## src/rtl/lsps_pkg.sv

```systemverilog
// ---------------------------------------------------------------------------
// lsps_pkg
// Types and constants shared by the LED strip pulse serializer.
// ---------------------------------------------------------------------------
`default_nettype none

package lsps_pkg;

    localparam int LED_COUNT    = 32;
    localparam int BITS_PER_LED = 24;
    localparam int LED_W        = (LED_COUNT > 1) ? $clog2(LED_COUNT) : 1;
    localparam int BIT_W        = $clog2(BITS_PER_LED);
    localparam int COLOR_W      = 24;
    localparam int TICK_W       = 6;
    localparam int GAP_W        = 8;
    localparam int CFG_IDX_W    = 2;
    localparam int CFG_DATA_W   = 8;

    localparam logic [TICK_W-1:0] BIT_PERIOD_RST = TICK_W'(30);
    localparam logic [TICK_W-1:0] ONE_HIGH_RST   = TICK_W'(17);
    localparam logic [TICK_W-1:0] ZERO_HIGH_RST  = TICK_W'(9);
    localparam logic [GAP_W-1:0]  GAP_SLOTS_RST  = GAP_W'(42);

    typedef enum logic [CFG_IDX_W-1:0] {
        CFG_BIT_PERIOD = 2'd0,
        CFG_ONE_HIGH   = 2'd1,
        CFG_ZERO_HIGH  = 2'd2,
        CFG_GAP_SLOTS  = 2'd3
    } t_cfg_idx;

    typedef enum logic [1:0] {
        OP_TICK    = 2'd0,
        OP_SET_ONE = 2'd1,
        OP_SET_ALL = 2'd2,
        OP_START   = 2'd3
    } t_op;

    typedef struct packed {
        logic [1:0]         opcode;
        logic [4:0]         led_index;
        logic [COLOR_W-1:0] grb_color;
    } t_in_item;

    typedef struct packed {
        logic line_level;
        logic busy_res;
        logic start_rejected;
        logic frame_done;
    } t_out_item;

    // Decoded command handed from front end to back end.
    typedef struct packed {
        t_op                op;
        logic               idx_ok;
        logic [LED_W-1:0]   led;
        logic [COLOR_W-1:0] color;
    } t_cmd;

endpackage

`default_nettype wire

```

## src/rtl/led_strip_pulse_serializer.sv

```systemverilog
// Throughput: one item per clock cycle, sustained, with both sides ready.
// Path: a result is offered once its transfer in has passed a queue slot,
// then the back end's result register; the back-end update of slot timing
// and stores for each popped command sets the rate.
// Reset: synchronous, active low; colour store and configuration take their
// reset values at once, no clearing pass; the frame store is not reset.
// ---------------------------------------------------------------------------
// led_strip_pulse_serializer
// One-wire LED strip driver: colour stores, bit-slot timing, latch gap.
// ---------------------------------------------------------------------------
`default_nettype none

module led_strip_pulse_serializer (
    input  wire                            i_clk,
    input  wire                            i_rst_n,
    // command channel
    input  wire                            i_in_valid,
    output logic                           o_in_ready,
    input  lsps_pkg::t_in_item             i_in_data,
    // result channel, one result per command
    output logic                           o_out_valid,
    input  wire                            i_out_ready,
    output lsps_pkg::t_out_item            o_out_data,
    // configuration write port
    input  wire                            i_cfg_we,
    input  wire [lsps_pkg::CFG_IDX_W-1:0]  i_cfg_index,
    input  wire [lsps_pkg::CFG_DATA_W-1:0] i_cfg_data
);
    import lsps_pkg::*;

    // Front end decodes each transfer in and pushes it into a two-entry
    // queue; the back end pops one entry a cycle unless the result side
    // holds it off, so the input stalls only once both entries are waiting
    // on a blocked result.
    logic front_push;
    t_cmd front_cmd;
    logic q_full;
    logic q_valid;
    logic q_pop;
    t_cmd q_cmd;

    lsps_front u_front (
        .i_in_valid (i_in_valid),
        .o_in_ready (o_in_ready),
        .i_in_data  (i_in_data),
        .o_push     (front_push),
        .o_cmd      (front_cmd),
        .i_q_full   (q_full)
    );

    lsps_queue u_queue (
        .i_clk   (i_clk),
        .i_rst_n (i_rst_n),
        .i_push  (front_push),
        .i_cmd   (front_cmd),
        .o_full  (q_full),
        .o_valid (q_valid),
        .i_pop   (q_pop),
        .o_cmd   (q_cmd)
    );

    // Back end executes commands in order: colour writes, frame snapshot,
    // and tick-driven walk over LEDs (MSB first within each 24-bit word)
    // followed by the all-low latch gap. Its result register is reloaded
    // in the same cycle it is taken, so the result side streams too.
    lsps_back u_back (
        .i_clk       (i_clk),
        .i_rst_n     (i_rst_n),
        .i_cfg_we    (i_cfg_we),
        .i_cfg_index (i_cfg_index),
        .i_cfg_data  (i_cfg_data),
        .i_q_valid   (q_valid),
        .o_q_pop     (q_pop),
        .i_cmd       (q_cmd),
        .o_out_valid (o_out_valid),
        .i_out_ready (i_out_ready),
        .o_out_data  (o_out_data)
    );

endmodule

`default_nettype wire

```

## src/rtl/lsps_front.sv

```systemverilog
// ---------------------------------------------------------------------------
// lsps_front
// Input side: takes transfers and decodes them into commands.
// ---------------------------------------------------------------------------
`default_nettype none

module lsps_front (
    input  wire                 i_in_valid,
    output logic                o_in_ready,
    input  lsps_pkg::t_in_item  i_in_data,
    output logic                o_push,
    output lsps_pkg::t_cmd      o_cmd,
    input  wire                 i_q_full
);
    import lsps_pkg::*;

    assign o_in_ready = !i_q_full;
    assign o_push     = i_in_valid && !i_q_full;

    always_comb begin
        o_cmd.op     = t_op'(i_in_data.opcode);
        // indices past the strip end are flagged here; the back end drops their writes
        o_cmd.idx_ok = ({1'b0, i_in_data.led_index} < 6'(LED_COUNT));
        o_cmd.led    = i_in_data.led_index[LED_W-1:0];
        o_cmd.color  = i_in_data.grb_color;
    end

endmodule

`default_nettype wire

```

## src/rtl/lsps_queue.sv

```systemverilog
// ---------------------------------------------------------------------------
// lsps_queue
// Two-entry command queue between front and back end.
// ---------------------------------------------------------------------------
`default_nettype none

module lsps_queue (
    input  wire             i_clk,
    input  wire             i_rst_n,
    input  wire             i_push,
    input  lsps_pkg::t_cmd  i_cmd,
    output logic            o_full,
    output logic            o_valid,
    input  wire             i_pop,
    output lsps_pkg::t_cmd  o_cmd
);
    import lsps_pkg::*;

    t_cmd       r_mem [2];
    logic       r_wptr;
    logic       r_rptr;
    logic [1:0] r_count;

    assign o_full  = (r_count == 2'd2);
    assign o_valid = (r_count != 2'd0);
    assign o_cmd   = r_mem[r_rptr];

    always_ff @(posedge i_clk) begin
        if (!i_rst_n) begin
            r_wptr  <= 1'b0;
            r_rptr  <= 1'b0;
            r_count <= 2'd0;
        end else begin
            if (i_push) r_wptr <= !r_wptr;
            if (i_pop)  r_rptr <= !r_rptr;
            case ({i_push, i_pop})
                2'b10:   r_count <= r_count + 2'd1;
                2'b01:   r_count <= r_count - 2'd1;
                default: r_count <= r_count;
            endcase
        end
    end

    always_ff @(posedge i_clk) begin
        if (i_push) r_mem[r_wptr] <= i_cmd;
    end

endmodule

`default_nettype wire

```

## src/rtl/lsps_back.sv

```systemverilog
// ---------------------------------------------------------------------------
// lsps_back
// Back end: colour and frame stores, slot timing, result register.
// ---------------------------------------------------------------------------
`default_nettype none

module lsps_back (
    input  wire                            i_clk,
    input  wire                            i_rst_n,
    input  wire                            i_cfg_we,
    input  wire [lsps_pkg::CFG_IDX_W-1:0]  i_cfg_index,
    input  wire [lsps_pkg::CFG_DATA_W-1:0] i_cfg_data,
    input  wire                            i_q_valid,
    output logic                           o_q_pop,
    input  lsps_pkg::t_cmd                 i_cmd,
    output logic                           o_out_valid,
    input  wire                            i_out_ready,
    output lsps_pkg::t_out_item            o_out_data
);
    import lsps_pkg::*;

    typedef enum logic [1:0] {
        S_IDLE,
        S_DATA,
        S_GAP
    } t_state;

    localparam logic [LED_W-1:0] LAST_LED = LED_W'(LED_COUNT - 1);
    localparam logic [BIT_W-1:0] TOP_BIT  = BIT_W'(BITS_PER_LED - 1);

    logic [TICK_W-1:0] r_bit_period, r_one_high, r_zero_high;
    logic [GAP_W-1:0]  r_gap_slots;

    logic [COLOR_W-1:0] r_color [LED_COUNT];
    logic [COLOR_W-1:0] r_frame [LED_COUNT];

    t_state            r_state,  n_state;
    logic [TICK_W-1:0] r_tick,   n_tick;
    logic [LED_W-1:0]  r_led,    n_led;
    logic [BIT_W-1:0]  r_bit,    n_bit;
    logic [GAP_W-1:0]  r_gap,    n_gap;
    logic              r_out_valid;
    t_out_item         r_out,    n_out;

    logic              pop;
    logic              level;
    logic [TICK_W-1:0] high_ticks;
    logic [TICK_W-1:0] period_m1;
    logic              slot_end;

    assign pop         = i_q_valid && (!r_out_valid || i_out_ready);
    assign o_q_pop     = pop;
    assign o_out_valid = r_out_valid;
    assign o_out_data  = r_out;

    // configuration registers
    always_ff @(posedge i_clk) begin
        if (!i_rst_n) begin
            r_bit_period <= BIT_PERIOD_RST;
            r_one_high   <= ONE_HIGH_RST;
            r_zero_high  <= ZERO_HIGH_RST;
            r_gap_slots  <= GAP_SLOTS_RST;
        end else if (i_cfg_we) begin
            case (t_cfg_idx'(i_cfg_index))
                CFG_BIT_PERIOD: r_bit_period <= i_cfg_data[TICK_W-1:0];
                CFG_ONE_HIGH:   r_one_high   <= i_cfg_data[TICK_W-1:0];
                CFG_ZERO_HIGH:  r_zero_high  <= i_cfg_data[TICK_W-1:0];
                CFG_GAP_SLOTS:  r_gap_slots  <= i_cfg_data[GAP_W-1:0];
                default: ;
            endcase
        end
    end

    // line level at the current position, before the command acts
    always_comb begin
        high_ticks = r_frame[r_led][r_bit] ? r_one_high : r_zero_high;
        level      = (r_state == S_DATA) && (r_tick < high_ticks);
        period_m1  = (r_bit_period == '0) ? '0 : r_bit_period - TICK_W'(1);
        slot_end   = (r_tick >= period_m1);
    end

    always_comb begin
        n_state = r_state;
        n_tick  = r_tick;
        n_led   = r_led;
        n_bit   = r_bit;
        n_gap   = r_gap;
        n_out.line_level     = level;
        n_out.start_rejected = 1'b0;
        n_out.frame_done     = 1'b0;
        case (i_cmd.op)
            OP_TICK: begin
                if (r_state != S_IDLE) begin
                    if (!slot_end) begin
                        n_tick = r_tick + TICK_W'(1);
                    end else begin
                        n_tick = '0;
                        if (r_state == S_DATA) begin
                            if (r_bit != '0) begin
                                n_bit = r_bit - BIT_W'(1);
                            end else if (r_led != LAST_LED) begin
                                n_led = r_led + LED_W'(1);
                                n_bit = TOP_BIT;
                            end else if (r_gap_slots == '0) begin
                                n_state          = S_IDLE;
                                n_out.frame_done = 1'b1;
                            end else begin
                                n_state = S_GAP;
                                n_gap   = '0;
                            end
                        end else begin
                            if (({1'b0, r_gap} + 9'd1) >= {1'b0, r_gap_slots}) begin
                                n_state          = S_IDLE;
                                n_out.frame_done = 1'b1;
                            end else begin
                                n_gap = r_gap + GAP_W'(1);
                            end
                        end
                    end
                end
            end
            OP_START: begin
                if (r_state != S_IDLE) begin
                    n_out.start_rejected = 1'b1;
                end else begin
                    n_state = S_DATA;
                    n_tick  = '0;
                    n_led   = '0;
                    n_bit   = TOP_BIT;
                    n_gap   = '0;
                end
            end
            default: ;
        endcase
        n_out.busy_res = (n_state != S_IDLE);
    end

    always_ff @(posedge i_clk) begin
        if (!i_rst_n) begin
            r_state     <= S_IDLE;
            r_tick      <= '0;
            r_led       <= '0;
            r_bit       <= TOP_BIT;
            r_gap       <= '0;
            r_out_valid <= 1'b0;
        end else begin
            if (pop) begin
                r_state <= n_state;
                r_tick  <= n_tick;
                r_led   <= n_led;
                r_bit   <= n_bit;
                r_gap   <= n_gap;
                r_out   <= n_out;
            end
            if (pop)              r_out_valid <= 1'b1;
            else if (i_out_ready) r_out_valid <= 1'b0;
        end
    end

    // colour store: cleared by reset
    always_ff @(posedge i_clk) begin
        if (!i_rst_n) begin
            for (int i = 0; i < LED_COUNT; i++) r_color[i] <= '0;
        end else if (pop) begin
            if (i_cmd.op == OP_SET_ONE && i_cmd.idx_ok) begin
                r_color[i_cmd.led] <= i_cmd.color;
            end else if (i_cmd.op == OP_SET_ALL) begin
                for (int i = 0; i < LED_COUNT; i++) r_color[i] <= i_cmd.color;
            end
        end
    end

    // frame store: snapshot taken on an accepted start
    always_ff @(posedge i_clk) begin
        if (pop && i_cmd.op == OP_START && r_state == S_IDLE) begin
            for (int i = 0; i < LED_COUNT; i++) r_frame[i] <= r_color[i];
        end
    end

endmodule

`default_nettype wire

```

## config.mk

```make
export PLATFORM = sky130hd
export DESIGN_NAME = led_strip_pulse_serializer
export DESIGN_NICKNAME = d
export VERILOG_FILES = /design/src/rtl/lsps_pkg.sv /design/src/rtl/led_strip_pulse_serializer.sv /design/src/rtl/lsps_front.sv /design/src/rtl/lsps_queue.sv /design/src/rtl/lsps_back.sv
export SDC_FILE = /design/constraint.sdc
export NUM_CORES = 2
export LEC_CHECK = 0
export BUFFER_PORTS_ARGS = -buffer_cell sky130_fd_sc_hd__buf_2
export CAP_MARGIN = 20
export CORE_ASPECT_RATIO = 0.7
export CORE_MARGIN = 5
export CORE_UTILIZATION = 40
export CTS_CLUSTER_SIZE = 14
export DETAILED_ROUTE_END_ITERATION = 6
export PLACE_DENSITY = 0.55
export SYNTH_ARGS = -nofsm -noshare
export SYNTH_HDL_FRONTEND = slang
export SYNTH_SLANG_ARGS = --single-unit
```

## constraint.sdc

```tcl
create_clock -name i_clk -period 24.5 [get_ports i_clk]
set_input_delay 4.9 -clock i_clk [delete_from_list [all_inputs] [get_ports i_clk]]
set_output_delay 4.9 -clock i_clk [all_outputs]
set_load 0.005 [all_outputs]
```

==> results_dict.tcl <==
set metrics [dict create \
    min_delay_path_depth 0 \
    peakVddDrop_mv 0.07636 \
    finalMaxSlewViolations 0 \
    hold_class "flip-flop to flip-flop" \
    dr_wl_met3_um 12530 \
    final_nets 3719 \
    grt_max_degree 176 \
    fmax_mhz 105.8 \
    power_density_nw_per_um2 105.2 \
    holdWs_ns 0.3928 \
    ys.flop_type "edfxtp_1" \
    path_clk_slew_ns 0.06 \
    setup_tns_ns 0 \
    grt_usage_pct 18.83 \
    cts_tree "built" \
    coreArea_um2 155300 \
    clkLatencyLatePin_ns 0.79 \
    rsz0062_at_grt "false" \
    ys_warn_count 0 \
    gp_congestion 0.8222 \
    cp.required_ns 24.90 \
    wl_met1_um 71740 \
    overflow 0 \
    period_needed_ns 9.451 \
    synth_edf_count 1602 \
    synth_fp_nets 3639 \
    drtIter0Drc 3886 \
    cts-root-buf "clkbuf_16" \
    cp-start-kind "input port" \
    cp-end-kind "flip-flop" \
    critPathMaxFanout 175 \
    clockBufferDepth 3 \
    initial_core_util_pct 40.21 \
    htree_levels 4 \
    routedWlPerCell_um 26.34 \
    grt_antenna_before_repair 10 \
    vias 31388 \
    crit_type "input port to flip-flop" \
    report.final.hold_viol_count 0 \
    drt-vias-per-instance 5.355 \
    holdCritStartpoint "u_back.r_color[13][11]" \
    io_pins 52 \
    hold_path_end "u_back.r_frame[13][11]" \
    status "finished clean" \
    rrSetupSlack_ns 17.89 \
    async_flop_share_pct 0 \
    ys_ff_latch 1665 \
    r2r_end "u_back.r_frame[21][15]" \
    port_buffers 51 \
    drc 0 \
    fin_util_pct 45.57 \
    grt_pass1_vias 30976 \
    p_leak_nw 23.84 \
    area_growth_pct 13.34 \
    fin_skew_ns 0.02894 \
    numCtsBuffers 159 \
    worstRegToRegCells 8 \
    synth_seq_area_share_pct 79.04 \
    grt_pass1_wl_um 222900 \
    report.final.setup_viol 0 \
    syn-cell-area_um2 62460 \
    syn_area_per_cell_um2 17.53 \
    cp.arrival_ns 9.85 \
    rows 121 \
    die_y_um 340.6 \
    tightest_slew_ns 1.096 \
    dr.max_layer_used "met4" \
    cts-resized-gates 0 \
    die_area_um2 164300 \
    die_w_um 482.3 \
    wirelength_um 154400 \
    dr.pass1.iters 5 \
    post-cts-setup-buffer-count 0 \
    relSlewSlack_pct 26.68 \
    drv_cap 0 \
    dr_wl_met2_um 67630 \
    detailed_place_hpwl_um 88890 \
    hold_buffers 0 \
    ant_nets 0 \
    finalCritPeriodShare_pct 38.57 \
    post_synth_num_cell_types 69 \
    drive_gt1_share_pct 17.31 \
    syn_inst 3563 \
    fillCellCount 13295 \
    cts_sinks 1665 \
]
how the worst max path moves through the flow:
stage / slack [ns] / to / start
floorplan: 0.52 / u_back.r_frame[0][0] / i_out_ready
global route: 14.74 / u_back.r_frame[21][15] / i_out_ready
global placement: 14.27 / u_back.r_frame[15][5] / i_out_ready
CTS: 15.06 / u_back.r_frame[16][15] / i_out_ready
detailed placement: 14.21 / u_back.r_frame[14][3] / i_out_ready
finish: 15.05 / u_back.r_frame[21][15] / i_out_ready
placed cells by master (no fill, tap or decap), types with 18 or more instances in the layout:
| master | count |
|---|---|
| a21oi_1 | 45 |
| a22oi_1 | 18 |
| buf_2 | 52 |
| buf_4 | 96 |
| clkbuf_1 | 45 |
| clkbuf_16 | 161 |
| clkinv_1 | 33 |
| clkinv_2 | 21 |
| dfxtp_1 | 57 |
| edfxtp_1 | 1602 |
| ha_1 | 30 |
| inv_1 | 25 |
| mux2i_1 | 92 |
| mux2i_4 | 24 |
| mux4_2 | 183 |
| nand2_1 | 79 |
| nand3_1 | 32 |
| nor2_1 | 845 |
| nor2_2 | 18 |
| o21ai_0 | 23 |
| o21ai_4 | 32 |
state kept, by name, indices dropped and copies added, names as in the netlist, named ones only:
name,cells
u_back.r_gap_slots,8
u_queue.r_wptr,1
u_queue.r_mem,62
u_back.r_bit,5
u_back.r_one_high,6
u_queue.r_count,2
u_back.r_frame,768
u_back.o_out_valid,1
u_back.r_bit_period,6
u_back.r_gap,8
u_back.r_zero_high,6
u_back.r_led,5
u_back.o_out_data,4
u_back.r_tick,6
u_queue.r_rptr,1
u_back.r_state,2
u_back.r_color,768
layer usage:
metal | global-route usage, % | vias up
met5 | 0 | -
met4 | 4.053 | 0
met2 | 27.28 | 1169
li1 | - | 13606
met1 | 29.68 | 16439
met3 | 3.478 | 174
metrics by stage:
step	area, um2	std cells	power [mW]	setup WS, ns
finish	70790	5861	7.447	15.05
detailed placement	65860	5570	5.176	14.21
floorplan	62460	3563	4.792	0.5176
global route	70780	5857	7.746	14.74
global placement	65730	5565	5.136	14.27
CTS	70730	5854	7.515	15.06
cell usage after synthesis, types with 3 or more instances:
master	n	area, um2
buf_6	18	202.7
mux2i_1	116	1161
mux4_2	183	4121
mux4_1	16	420.4
inv_1	26	97.59
nand3_1	32	160.2
xor2_1	6	52.55
or2_2	3	18.77
edfxtp_1	1602	48110
a31oi_1	15	93.84
dfxtp_1	63	1261
mux2_2	5	56.30
a22o_1	3	26.28
buf_1	3	11.26
clkbuf_1	185	694.4
nand2b_1	11	68.82
nor4_1	9	56.30
nand2_1	79	296.5
nor2_1	864	3243
buf_2	17	85.08
or3b_2	3	26.28
or3_1	10	62.56
a22oi_1	18	135.1
buf_4	13	97.59
o21ai_0	55	275.3
nor3b_1	6	45.04
nand4_1	3	18.77
ha_1	30	375.4
and3_1	11	68.82
a32o_1	3	30.03
xnor2_1	5	43.79
a21o_1	13	97.59
o21a_1	6	45.04
o211ai_1	8	60.06
a21oi_1	46	230.2
o22ai_1	9	56.30
nor2b_1	16	100.1
nor3_1	11	55.05
report_power, final:
| part | total (mW) | switching [mW] | internal, mW |
|---|---|---|---|
| sequential | 3.98 | 0.157 | 3.83 |
| combinational | 1.12 | 0.807 | 0.312 |
| clock | 2.34 | 1.05 | 1.29 |
cell type report:
type / instances / area (um2) / share of cell area, %
clock inverters: 75 / 635.6 / 0.8979
clock buffers: 209 / 4230 / 5.976
diodes: 4 / 10.01 / 0.01414
inverters: 28 / 112.6 / 0.1591
flip-flops and latches: 1665 / 49380 / 69.76
well taps: 2091 / 2616 / 3.696
multi-input cells: 1630 / 12560 / 17.75
repair buffers: 159 / 1239 / 1.750
cells by family (layout without fill, tap and decap cells):
kind of cell | Yosys count | in the layout | synth area share (%)
AO/OA/AOI/OAI | 202 | 202 | 2.095
adder cells (fa/ha/maj) | 30 | 30 | 0.6010
buffers and inverters | 268 | 471 | 2.017
multiplexers | 320 | 320 | 9.221
XOR/XNOR | 11 | 11 | 0.1542
AND/OR/NAND/NOR | 1067 | 1067 | 6.871
other | 0 | 4 | 0
flip-flops | 1665 | 1665 | 79.04
worst max-delay path: stages:
cell and delay [ns]:
buf_2 0.08, nor2b_1 0.08, or2_2 0.35, clkinv_1 0.19, and3_4 0.63, buf_12 0.69
buf_4 0.93, buf_4 0.86, buf_4 0.87
(Power assumes the default switching activity.)
